### config.mk
export PLATFORM = sky130hd
export DESIGN_NAME = sorted_alarm_queue_core
export DESIGN_NICKNAME = d
export VERILOG_FILES = /design/src/design/saq_pkg.sv /design/src/design/saq_ctrl.sv /design/src/design/saq_datapath.sv /design/src/design/sorted_alarm_queue_core.sv
export VERILOG_INCLUDE_DIRS = /design/src /design/src/design
export SDC_FILE = /design/constraint.sdc
export NUM_CORES = 2
export LEC_CHECK = 0
export BUFFER_PORTS_ARGS = -buffer_cell sky130_fd_sc_hd__buf_2
export CAP_MARGIN = 20
export CORE_MARGIN = 1
export CORE_UTILIZATION = 40
export CTS_CLUSTER_SIZE = 40
export DETAILED_ROUTE_END_ITERATION = 10
export GPL_TIMING_DRIVEN = 0
export SLEW_MARGIN = 20
export SYNTH_ARGS = -nofsm -noshare
export SYNTH_HDL_FRONTEND = slang
export SYNTH_SLANG_ARGS = --single-unit
### constraint.sdc
create_clock -name clk -period 14.5 [get_ports clk]
set_input_delay 0.725 -clock clk [delete_from_list [all_inputs] [get_ports clk]]
set_output_delay 0.725 -clock clk [all_outputs]
set_load 0.1 [all_outputs]
### src/design/sorted_alarm_queue_core_defines.svh
// Assertion macros shared by the queue modules.
`ifndef SORTED_ALARM_QUEUE_CORE_DEFINES_SVH
`define SORTED_ALARM_QUEUE_CORE_DEFINES_SVH

// Same-cycle implication, checked outside reset.
`define SAQ_ASSERT_IMP(label, clk, rst_n, ante, cons, msg) \
  label: assert property (@(posedge clk) disable iff (!rst_n) (ante) |-> (cons)) \
    else $error(msg);

// Next-cycle implication, checked outside reset.
`define SAQ_ASSERT_NXT(label, clk, rst_n, ante, cons, msg) \
  label: assert property (@(posedge clk) disable iff (!rst_n) (ante) |=> (cons)) \
    else $error(msg);

`endif

### src/design/saq_pkg.sv
package saq_pkg;

  localparam int DEPTH_DEF   = 16;
  localparam int MAX_RESULTS = 16;

  localparam int DAY_W   = 16;
  localparam int MIN_W   = 11;
  localparam int MS_W    = 16;
  localparam int MSG_W   = 16;
  localparam int KIND_W  = 2;
  localparam int TAG_W   = 8;
  localparam int VOICE_W = 16;
  localparam int IDX_W   = 8;
  localparam int LEFT_W  = 5;
  localparam int KEY_W   = DAY_W + MIN_W + MS_W;
  localparam int PAY_W   = MSG_W + KIND_W + TAG_W + VOICE_W;

  typedef enum logic [1:0] {
    OP_ADD    = 2'd0,
    OP_REMOVE = 2'd1,
    OP_CLEAR  = 2'd2,
    OP_TICK   = 2'd3
  } op_t;

  typedef enum logic [2:0] {
    ST_DONE   = 3'd0,
    ST_FULL   = 3'd1,
    ST_BADIDX = 3'd2,
    ST_FIRED  = 3'd3,
    ST_NONE   = 3'd4
  } status_t;

  // Commands from the controller to the datapath.
  typedef struct packed {
    logic load;
    logic do_op;
    logic pop;
    logic none;
    logic last;
  } cmd_t;

  // Status from the datapath to the controller.
  typedef struct packed {
    logic head_due;
    logic next_due;
  } sts_t;

endpackage

### src/design/saq_ctrl.sv
`include "sorted_alarm_queue_core_defines.svh"

module saq_ctrl (
  input  logic          clk,
  input  logic          rst_n,
  input  logic          start,
  input  logic [1:0]    in_opcode,
  input  saq_pkg::sts_t sts,
  output saq_pkg::cmd_t cmd,
  output logic          busy
);
  import saq_pkg::*;

  localparam int PCW = $clog2(MAX_RESULTS);

  typedef enum logic [1:0] {
    S_IDLE,
    S_EXEC,
    S_TICK
  } state_t;

  state_t         state_r, state_nxt;
  logic           busy_r, busy_nxt;
  logic [PCW-1:0] pop_cnt_r, pop_cnt_nxt;

  always_comb begin
    state_nxt   = state_r;
    busy_nxt    = busy_r;
    pop_cnt_nxt = pop_cnt_r;
    cmd         = '0;
    unique case (state_r)
      S_IDLE: begin
        if (start) begin
          cmd.load    = 1'b1;
          busy_nxt    = 1'b1;
          pop_cnt_nxt = '0;
          state_nxt   = (op_t'(in_opcode) == OP_TICK) ? S_TICK : S_EXEC;
        end
      end
      S_EXEC: begin
        cmd.do_op = 1'b1;
        cmd.last  = 1'b1;
        busy_nxt  = 1'b0;
        state_nxt = S_IDLE;
      end
      S_TICK: begin
        // The head can only be not due on the first beat of a tick.
        if (sts.head_due) begin
          cmd.pop     = 1'b1;
          cmd.last    = !sts.next_due || (pop_cnt_r == PCW'(MAX_RESULTS - 1));
          pop_cnt_nxt = pop_cnt_r + PCW'(1);
        end else begin
          cmd.none = 1'b1;
          cmd.last = 1'b1;
        end
        if (cmd.last) begin
          busy_nxt  = 1'b0;
          state_nxt = S_IDLE;
        end
      end
      default: begin
        state_nxt = S_IDLE;
        busy_nxt  = 1'b0;
      end
    endcase
  end

  always_ff @(posedge clk) begin
    if (!rst_n) begin
      state_r   <= S_IDLE;
      busy_r    <= 1'b0;
      pop_cnt_r <= '0;
    end else begin
      state_r   <= state_nxt;
      busy_r    <= busy_nxt;
      pop_cnt_r <= pop_cnt_nxt;
    end
  end

  assign busy = busy_r;

  `SAQ_ASSERT_NXT(a_accept_busy, clk, rst_n, start && !busy_r, busy_r, "accept did not raise busy")
  `SAQ_ASSERT_NXT(a_last_frees, clk, rst_n, cmd.last, !busy_r && state_r == S_IDLE, "last beat did not free block")
  `SAQ_ASSERT_IMP(a_busy_state, clk, rst_n, busy_r, state_r != S_IDLE, "busy while idle")

endmodule

### src/design/saq_datapath.sv
`include "sorted_alarm_queue_core_defines.svh"

module saq_datapath #(
  parameter int DEPTH = saq_pkg::DEPTH_DEF
) (
  input  logic                              clk,
  input  logic                              rst_n,
  input  saq_pkg::cmd_t                     cmd,
  output saq_pkg::sts_t                     sts,
  input  logic [1:0]                        in_opcode,
  input  logic [saq_pkg::DAY_W-1:0]         in_event_day,
  input  logic [saq_pkg::MIN_W-1:0]         in_event_minute,
  input  logic [saq_pkg::MS_W-1:0]          in_event_ms,
  input  logic [saq_pkg::MSG_W-1:0]         in_message_id,
  input  logic [saq_pkg::KIND_W-1:0]        in_tag_kind,
  input  logic [saq_pkg::TAG_W-1:0]         in_tag_id,
  input  logic signed [saq_pkg::VOICE_W-1:0] in_voice_value,
  input  logic [saq_pkg::IDX_W-1:0]         in_entry_index,
  output logic                              out_valid,
  output logic [2:0]                        out_status,
  output logic [saq_pkg::MSG_W-1:0]         out_fired_message,
  output logic [saq_pkg::KIND_W-1:0]        out_fired_tag_kind,
  output logic [saq_pkg::TAG_W-1:0]         out_fired_tag_id,
  output logic signed [saq_pkg::VOICE_W-1:0] out_fired_voice_value,
  output logic [saq_pkg::DAY_W-1:0]         out_fired_day,
  output logic [saq_pkg::MIN_W-1:0]         out_fired_minute,
  output logic [saq_pkg::LEFT_W-1:0]        out_entries_left,
  output logic                              out_last
);
  import saq_pkg::*;

  localparam int CW = $clog2(DEPTH + 1);
  localparam int IW = (CW > IDX_W) ? CW : IDX_W;

  // Latched command beat.
  op_t              op_r;
  logic [KEY_W-1:0] key_r;
  logic [PAY_W-1:0] new_pay_r;
  logic [IDX_W-1:0] idx_r;

  // Sorted row of entries; entry 0 is the earliest.
  logic [KEY_W-1:0] due_r   [DEPTH];
  logic [KEY_W-1:0] due_nxt [DEPTH];
  logic [PAY_W-1:0] pld_r   [DEPTH];
  logic [PAY_W-1:0] pld_nxt [DEPTH];
  logic [CW-1:0]    count_r, count_nxt;

  logic             out_valid_r;
  status_t          status_r, status_nxt;
  logic [PAY_W-1:0] fired_pay_r, fired_pay_nxt;
  logic [DAY_W-1:0] fired_day_r, fired_day_nxt;
  logic [MIN_W-1:0] fired_min_r, fired_min_nxt;
  logic [CW-1:0]    left_r, left_nxt;
  logic             last_r;

  logic [DEPTH-1:0] le;
  logic             full;
  logic             idx_ok;

  function automatic logic due_hit(input logic [KEY_W-1:0] k, input logic [KEY_W-1:0] now);
    due_hit = (k[KEY_W-DAY_W-1:MS_W] == now[KEY_W-DAY_W-1:MS_W]) || (k < now);
  endfunction

  always_comb begin
    for (int i = 0; i < DEPTH; i++) begin
      le[i] = (CW'(i) < count_r) && (due_r[i] <= key_r);
    end
  end

  assign full   = (count_r == CW'(DEPTH));
  assign idx_ok = (IW'(idx_r) < IW'(count_r));

  assign sts.head_due = (count_r != '0) && due_hit(due_r[0], key_r);
  assign sts.next_due = (count_r > CW'(1)) && due_hit(due_r[1], key_r);

  always_comb begin
    due_nxt   = due_r;
    pld_nxt   = pld_r;
    count_nxt = count_r;
    if (cmd.do_op) begin
      unique case (op_r)
        OP_ADD: begin
          if (!full) begin
            // An entry moves up by one when it is later than the new key.
            if (!le[0]) begin
              due_nxt[0] = key_r;
              pld_nxt[0] = new_pay_r;
            end
            for (int i = 1; i < DEPTH; i++) begin
              if (!le[i-1]) begin
                due_nxt[i] = due_r[i-1];
                pld_nxt[i] = pld_r[i-1];
              end else if (!le[i]) begin
                due_nxt[i] = key_r;
                pld_nxt[i] = new_pay_r;
              end
            end
            count_nxt = count_r + CW'(1);
          end
        end
        OP_REMOVE: begin
          if (idx_ok) begin
            for (int i = 0; i < DEPTH - 1; i++) begin
              if (IW'(i) >= IW'(idx_r)) begin
                due_nxt[i] = due_r[i+1];
                pld_nxt[i] = pld_r[i+1];
              end
            end
            count_nxt = count_r - CW'(1);
          end
        end
        OP_CLEAR: count_nxt = '0;
        OP_TICK:  count_nxt = count_r;
      endcase
    end else if (cmd.pop) begin
      for (int i = 0; i < DEPTH - 1; i++) begin
        due_nxt[i] = due_r[i+1];
        pld_nxt[i] = pld_r[i+1];
      end
      count_nxt = count_r - CW'(1);
    end
  end

  always_comb begin
    status_nxt    = ST_DONE;
    fired_pay_nxt = '0;
    fired_day_nxt = '0;
    fired_min_nxt = '0;
    if (cmd.do_op) begin
      unique case (op_r)
        OP_ADD:    status_nxt = full ? ST_FULL : ST_DONE;
        OP_REMOVE: status_nxt = idx_ok ? ST_DONE : ST_BADIDX;
        OP_CLEAR:  status_nxt = ST_DONE;
        OP_TICK:   status_nxt = ST_DONE;
      endcase
    end else if (cmd.pop) begin
      status_nxt    = ST_FIRED;
      fired_pay_nxt = pld_r[0];
      fired_day_nxt = due_r[0][KEY_W-1:KEY_W-DAY_W];
      fired_min_nxt = due_r[0][KEY_W-DAY_W-1:MS_W];
    end else if (cmd.none) begin
      status_nxt = ST_NONE;
    end
    left_nxt = (count_nxt > CW'(31)) ? CW'(31) : count_nxt;
  end

  always_ff @(posedge clk) begin
    if (cmd.load) begin
      op_r      <= op_t'(in_opcode);
      key_r     <= {in_event_day, in_event_minute, in_event_ms};
      new_pay_r <= {in_message_id, in_tag_kind, in_tag_id, in_voice_value};
      idx_r     <= in_entry_index;
    end
    due_r       <= due_nxt;
    pld_r       <= pld_nxt;
    status_r    <= status_nxt;
    fired_pay_r <= fired_pay_nxt;
    fired_day_r <= fired_day_nxt;
    fired_min_r <= fired_min_nxt;
    left_r      <= left_nxt;
    last_r      <= cmd.last;
  end

  always_ff @(posedge clk) begin
    if (!rst_n) begin
      count_r     <= '0;
      out_valid_r <= 1'b0;
    end else begin
      count_r     <= count_nxt;
      out_valid_r <= cmd.do_op || cmd.pop || cmd.none;
    end
  end

  assign out_valid             = out_valid_r;
  assign out_status            = status_r;
  assign out_fired_message     = fired_pay_r[PAY_W-1:PAY_W-MSG_W];
  assign out_fired_tag_kind    = fired_pay_r[VOICE_W+TAG_W+KIND_W-1:VOICE_W+TAG_W];
  assign out_fired_tag_id      = fired_pay_r[VOICE_W+TAG_W-1:VOICE_W];
  assign out_fired_voice_value = $signed(fired_pay_r[VOICE_W-1:0]);
  assign out_fired_day         = fired_day_r;
  assign out_fired_minute      = fired_min_r;
  assign out_entries_left      = LEFT_W'(left_r);
  assign out_last              = last_r;

  `SAQ_ASSERT_IMP(a_pop_due, clk, rst_n, cmd.pop, sts.head_due && count_r != '0, "pop of an entry not due")
  `SAQ_ASSERT_NXT(a_pop_count, clk, rst_n, cmd.pop, count_r == $past(count_r) - CW'(1), "pop did not shrink count")
  `SAQ_ASSERT_IMP(a_count_max, clk, rst_n, out_valid_r, count_r <= CW'(DEPTH), "count beyond depth")

endmodule

### src/design/sorted_alarm_queue_core.sv
// Sorted alarm queue: keeps up to DEPTH alarms ordered by due time
// (day, minute, millisecond); equal times keep the order they were added in.
// Input channel: a command beat is taken at a rising edge with start high and
// busy low. Opcodes are add, remove at index, clear and tick.
// Result channel: out_valid marks each result beat for one cycle; the receiver
// cannot stall it, and out_last flags the final beat of a command.
// The command beat is registered, then the controller issues the update, and
// each result is registered before it is shown. Add, remove and clear give one
// result. A tick that fires k entries (k at most MAX_RESULTS) gives k beats on
// consecutive cycles; a tick with nothing due gives one beat with status none.
// The beats of a tick follow back to back, because every update of the sorted
// row shifts the whole row at once.
// A new command may be started in the cycle in which the last result of the
// previous one is shown.
// Reset empties the queue and idles the controller; there is no clearing pass.
module sorted_alarm_queue_core #(
  parameter int DEPTH = saq_pkg::DEPTH_DEF
) (
  input  logic                               clk,
  input  logic                               rst_n,
  input  logic                               start,
  output logic                               busy,
  input  logic [1:0]                         in_opcode,
  input  logic [saq_pkg::DAY_W-1:0]          in_event_day,
  input  logic [saq_pkg::MIN_W-1:0]          in_event_minute,
  input  logic [saq_pkg::MS_W-1:0]           in_event_ms,
  input  logic [saq_pkg::MSG_W-1:0]          in_message_id,
  input  logic [saq_pkg::KIND_W-1:0]         in_tag_kind,
  input  logic [saq_pkg::TAG_W-1:0]          in_tag_id,
  input  logic signed [saq_pkg::VOICE_W-1:0] in_voice_value,
  input  logic [saq_pkg::IDX_W-1:0]          in_entry_index,
  output logic                               out_valid,
  output logic [2:0]                         out_status,
  output logic [saq_pkg::MSG_W-1:0]          out_fired_message,
  output logic [saq_pkg::KIND_W-1:0]         out_fired_tag_kind,
  output logic [saq_pkg::TAG_W-1:0]          out_fired_tag_id,
  output logic signed [saq_pkg::VOICE_W-1:0] out_fired_voice_value,
  output logic [saq_pkg::DAY_W-1:0]          out_fired_day,
  output logic [saq_pkg::MIN_W-1:0]          out_fired_minute,
  output logic [saq_pkg::LEFT_W-1:0]         out_entries_left,
  output logic                               out_last
);
  import saq_pkg::*;

  cmd_t cmd;
  sts_t sts;

  saq_ctrl u_ctrl (
    .clk       (clk),
    .rst_n     (rst_n),
    .start     (start),
    .in_opcode (in_opcode),
    .sts       (sts),
    .cmd       (cmd),
    .busy      (busy)
  );

  saq_datapath #(
    .DEPTH (DEPTH)
  ) u_datapath (
    .clk                   (clk),
    .rst_n                 (rst_n),
    .cmd                   (cmd),
    .sts                   (sts),
    .in_opcode             (in_opcode),
    .in_event_day          (in_event_day),
    .in_event_minute       (in_event_minute),
    .in_event_ms           (in_event_ms),
    .in_message_id         (in_message_id),
    .in_tag_kind           (in_tag_kind),
    .in_tag_id             (in_tag_id),
    .in_voice_value        (in_voice_value),
    .in_entry_index        (in_entry_index),
    .out_valid             (out_valid),
    .out_status            (out_status),
    .out_fired_message     (out_fired_message),
    .out_fired_tag_kind    (out_fired_tag_kind),
    .out_fired_tag_id      (out_fired_tag_id),
    .out_fired_voice_value (out_fired_voice_value),
    .out_fired_day         (out_fired_day),
    .out_fired_minute      (out_fired_minute),
    .out_entries_left      (out_entries_left),
    .out_last              (out_last)
  );

endmodule

Word-level counts from Yosys, hierarchy flattened --
Cells that the tools add are included.
Cells by class: $add $sub $neg 3, multiply operators 0, div/mod/pow operators 0, magnitude comparators 52, eq/ne operators 47, shift-type cells 0, multiplexer cells 132, bitwise logic cells 2, reductions and logical operators 49
Operators with widths (number):
- 2-to-1 mux 43 bit | 46
- 2-to-1 mux 645 bit | 3
- 2-to-1 mux 42 bit | 46
- 2-to-1 mux 630 bit | 3
- case mux 645 bit (2 select lines) | 1
- case mux 630 bit (2 select lines) | 1
- less-or-equal comparator 43 bit | 16
- 2-to-1 mux 688 bit | 1
- 2-to-1 mux 672 bit | 1
- AND reduction 6 bit | 15
- < comparator 43 bit | 2
- inequality test 3 bit (second input constant) | 19
- >= comparator 4 x 8 -> 1 bit (first input constant) | 7
- inequality test 4 bit (second input constant) | 14
- < comparator 4 x 5 -> 1 bit (first input constant) | 8
- >= comparator 3 x 8 -> 1 bit (first input constant) | 4
- equality test 11 bit | 2
- < comparator 3 x 5 -> 1 bit (first input constant) | 4
- 2-to-1 mux 5 bit | 4
- case mux 5 bit (4 select lines) | 1
- logical AND 1 bit | 18
- >= comparator 1 x 8 -> 1 bit (first input constant) | 2
- >= comparator 2 x 8 -> 1 bit (first input constant) | 2
- < comparator 1 x 5 -> 1 bit (first input constant) | 2
- other kinds (31) | 63
Storage, ports and cells: register bits after elaboration 1546, latch bits 0, bits in writable memories 0, bits in read-only memories 0, logic and storage cells 332, memories kept 0

Longest topological paths before layout --
depth after elaboration 9, mapped depth 14, depth with buffers taken out 10

Cells and area by module --
From an unflattened synthesis, not the netlist that was laid out.
Unflattened totals: cell total of the unflattened synthesis 8769, area total of the unflattened synthesis 91915.7 um^2
By module, submodules not included:
- saq_datapath | instances 1, cells each 8714, area each 91461.5 um^2
- saq_ctrl | instances 1, cells each 55, area each 454.2 um^2

Worst setup path before layout --
Ideal clock, no wire load.
path kind reg-to-reg, start register u_datapath.key_r[22], end register u_datapath.due_r[0] in the netlist's numbering, enable pin, arrival 9.021 ns, required time 13.818 ns, slack 4.798 ns, cell stages (with the launch flop) 11, path buffers 1, period minus slack after synthesis 9.702 ns, path through edfxtp_1 -> clkbuf_1 -> inv_1 -> ha_1 -> nand4_1 -> nor4_1 -> a221o_1 -> a211oi_1 -> o221ai_1 -> nand2_1 -> a311oi_1
Between the ends: cells in the longest elaborated chain, start to end 4
Ends and longest elaborated chain:
- start, declared | line saq_datapath.sv:37 | logic [KEY_W-1:0] key_r;
- start signal, assigned | line saq_datapath.sv:150 | key_r <= {in_event_day, in_event_minute, in_event_ms};
- less-or-equal comparator 43 bit | line saq_datapath.sv:66 | le[i] = (CW'(i) < count_r) && (due_r[i] <= key_r);
- logical AND 1 bit | line saq_datapath.sv:66
- inequality test 2 bit (no source line) (*)
- AND reduction 4 bit (no source line) (*)
- end signal, assigned | line saq_datapath.sv:154 | due_r <= due_nxt;
- end, declared | line saq_datapath.sv:42 | logic [KEY_W-1:0] due_r [DEPTH];
Mark *: on every way between the ends. The rest lies on a longest branch, timed or not. A chain may end at the register's enable or synchronous reset.

Final worst setup path --
start register u_datapath.key_r[22], end register u_datapath.due_r[322] in the netlist's numbering, enable pin
Between the ends: cells in the longest elaborated chain, start to end 7
Ends and longest elaborated chain:
- < comparator 43 bit or equality test 11 bit (tied branches) | line saq_datapath.sv:61 | due_hit = (k[KEY_W-DAY_W-1:MS_W] == now[KEY_W-DAY_W-1:MS_W]) || (k < now);
- logical OR 1 bit | line saq_datapath.sv:61
- logical AND 1 bit | line saq_datapath.sv:73 | assign sts.head_due = (count_r != '0) && due_hit(due_r[0], key_r);
- 2-to-1 mux 1 bit | line saq_ctrl.sv:48 | if (sts.head_due) begin
- 2-to-1 mux 2 bit | line saq_ctrl.sv:31 | unique case (state_r)
- nonzero test 2 bit (no source line)
- AND reduction 6 bit (no source line) (*)
Marks and branches as above.

==> flow_metrics.py <==
metrics = {
    "yosys": {
        "ys_seq_elements": 1546,
        "synth_area_mm2": 0.08790,
        "avgSynthCellArea_um2": 10.89,
        "synth_edf_count": 1455,
        "syn-num-nets": 8868,
        "synth-seq-area-share_pct": 51.78,
        "synth_cell_type_count": 74,
        "yosys_warnings": 0,
        "synth-async-reset-ratio_pct": 0,
        "synth_ff_type": "edfxtp_1",
        "netlist_instances": 8071,
    },
    "timing": {
        "layout_min_cycle_time_ns": 8.676,
        "tightest_slew_ns": 1.332,
        "slew_headroom_pct": 10.62,
        "fmax_mhz": 115.3,
        "holdWs_ns": 0.04324,
        "drv_slew": 0,
        "hold_viol": 0,
        "finClkSkew_ns": 0.06656,
        "rsz0062_at_grt": "no",
        "finalCritPeriodShare_pct": 59.83,
        "setup_viol": 0,
    },
    "die": {
        "ioPinCount": 178,
        "dieHeight_um": 470.8,
        "fp.coreArea_mm2": 0.2178,
        "row_count": 171,
        "initial_core_util_pct": 40.36,
        "fp.dieArea_mm2": 0.2216,
        "die_x_um": 470.8,
    },
    "job": {
        "max_cap_viol_count": 0,
    },
    "critical_path": {
        "critPathKind": "flop to flop",
        "crit_fanout": 16,
        "cp.arrival_ns": 9.21,
        "critPathLaunchType": "flop",
        "worstPathRequired_ns": 15.04,
        "end_kind": "flop",
    },
    "final_layout": {
        "area_growth_pct": 16.09,
        "layout_commonest_cell": "edfxtp_1",
        "nNetsFinal": 9461,
        "fin_cells": 11690,
        "drive_gt1_share_pct": 10.11,
        "layout_common_cells": "edfxtp_1, nand2_1, ha_1, nand4_1, o211ai_1",
    },
    "route": {
        "wl_um": 391900,
        "drc": 0,
        "avgViaCountPerCell": 6.443,
        "dr.pass1.iters": 9,
        "drtIter0Drc": 9291,
        "wl_per_cell_um": 33.52,
        "ant_nets": 0,
        "vias": 75314,
    },
    "pwr": {
        "clkPwrFrac_pct": 39.7,
        "pwr-share-comb_pct": 16.5,
        "leakage_nw": 39.77,
        "seqPwrFrac_pct": 43.8,
        "swShare_pct": 29.86,
        "switchingPower_mw": 3.607,
        "vdd_drop_max_mv": 0.1329,
        "power.internal_mw": 8.473,
        "p_per_area_mw_per_mm2": 118.4,
    },
    "grt": {
        "grt_pass1_vias": 74573,
        "grt_max_degree": 64,
        "grt_antenna_before_repair": 22,
        "grt_pass1_wl_um": 548200,
        "grt_overflow": 0,
        "grt_usage_pct": 34.46,
    },
    "placement": {
        "gp_congestion": 0.9933,
        "hpwl_um": 302100,
        "dp.cells": 11266,
        "io_buffers": 177,
    },
    "clock_network": {
        "clk_pin_slew_ns": 0.06,
        "cts_max_level": 4,
        "clk_path_buf_depth": 3,
        "clock-sinks": 1546,
        "cts_tree": "yes",
        "cts_made_buffers": 181,
        "clockRootBuffer": "clkbuf_16",
        "cts_setup_buffers": 0,
        "clk_latency_ns": 0.90,
    },
    "worst_hold_path": {
        "worstHoldPathType": "input port to flop",
    },
    "outcome": {
        "outcome": "finished clean",
    },
}
layout make-up:
cell class	instances	area [um^2]
diodes	21	52.55
inverters	98	375.4
flip-flops and latches	1546	45510
fillers	20341	115800
well taps	2854	3571
repair buffers	410	4045
clock buffers	248	5071
clock inverters	86	1055
plain buffers	654	2713
multi-input cells	5773	39650
registers in the layout, summed over array words and instances (netlist names), 3 cells and up:
register / count
u_datapath.out_fired_day: 16
u_ctrl.pop_cnt_r: 4
u_datapath.due_r: 688
u_datapath.count_r: 5
u_datapath.out_fired_minute: 11
u_datapath.pld_r: 672
u_datapath.out_entries_left: 5
u_datapath.fired_pay_r: 42
u_datapath.idx_r: 8
u_datapath.new_pay_r: 42
u_datapath.out_status: 3
u_datapath.key_r: 43
cells in the mapped netlist (all sizes together) (85+ instances only):
cell type	instances	area, um^2
edfxtp	1455	43690
mux2i	426	4264
buf	119	656.9
clkbuf	535	2008
nand2	1403	5266
inv	96	360.4
o211ai	607	4557
a21oi	244	1225
nand3	164	825.8
ha	699	8746
and2	158	988.5
o21ai	545	2728
dfxtp	91	1822
a221o	176	1762
nand4	645	4035
mux2	85	1104
nor2	187	704.4
critical path, cell delays in order, from the launching register on:
cell and delay, ns:
edfxtp_1 0.32, clkbuf_1 0.63, inv_1 0.70, ha_1 0.55, nand4_1 0.29, or4_1 0.77, nor4_1 0.79, a311oi_1 0.37
o21ai_1 1.12, buf_2 0.59, buf_2 0.42, nor3_1 0.12, nor3_2 0.55, buf_6 0.23, buf_4 0.21, buf_4 0.22
buf_4 0.22, buf_4 0.21
layer usage:
layer	GRT usage (%)	up-vias	part of all wire [%]
met5	0	-	0.0059
met4	23.57	4	7.9
met3	6.392	941	8.9
met2	53.04	4451	44
met1	43.96	37465	39
li1	-	32453	-
stage by stage:
| step | setup TNS (ns) | util (%) | setup WS (ns) | instance area [um^2] | power, mW |
|---|---|---|---|---|---|
| final | 0 | 46.85 | 5.824 | 102000 | 12.08 |
| after global routing | 0 | 46.83 | 5.939 | 102000 | 12.39 |
| after CTS | 0 | 46.82 | 6.104 | 102000 | 12.05 |
| after detailed placement | 0 | 43.69 | 6.167 | 95170 | 7.291 |
| after global placement | -4981.29 | 42.40 | -7.366 | 92360 | 7.232 |
| after floorplan | 0 | - | 4.798 | 87900 | 6.449 |
final timing paths:
| check | slack, ns | from | to | depth (start not counted) |
|---|---|---|---|---|
| worst max-delay path | 5.82 | u_datapath.key_r[22] | u_datapath.due_r[322] | 17 |
| worst min-delay path | 0.04 | in_voice_value[1] | u_datapath.new_pay_r[1] | 1 |
| worst max register to register | 5.82 | u_datapath.key_r[22] | u_datapath.due_r[322] | 17 |
| worst min register to register | 0.49 | u_datapath.pld_r[636] | u_datapath.fired_pay_r[6] | 1 |
power by group through the flow:
stage,logic [mW],clock network [mW],registers (mW)
4_1_cts,1.94,4.82,5.28
2_1_floorplan,1.08,0,5.37
6_report,2.00,4.80,5.29
3_5_place_dp,1.92,0,5.38
3_3_place_gp,1.78,0,5.45
5_1_grt,2.11,4.98,5.30
cell families (layout without fill, tap and decap cells):
logic type               count (synthesis)  after routing  share of synthesized area [%]
adder cells (fa/ha/maj)                699            699                          9.949
flip-flops                            1546           1546                          51.78
buffers and inverters                  752           1496                          3.450
AO/OA/AOI/OAI                         1835           1835                          14.03
other                                    0             21                              0
AND/OR/NAND/NOR                       2722           2722                          14.63
multiplexers                           511            511                          6.106
XOR/XNOR                                 6              6                        0.05979
timing repair:
action	in CTS	in global routing
gates resized for setup	0	0
hold buffers	69	0
hold endpoints to repair	69	0
No activity file was read; power rests on OpenSTA's default activity.
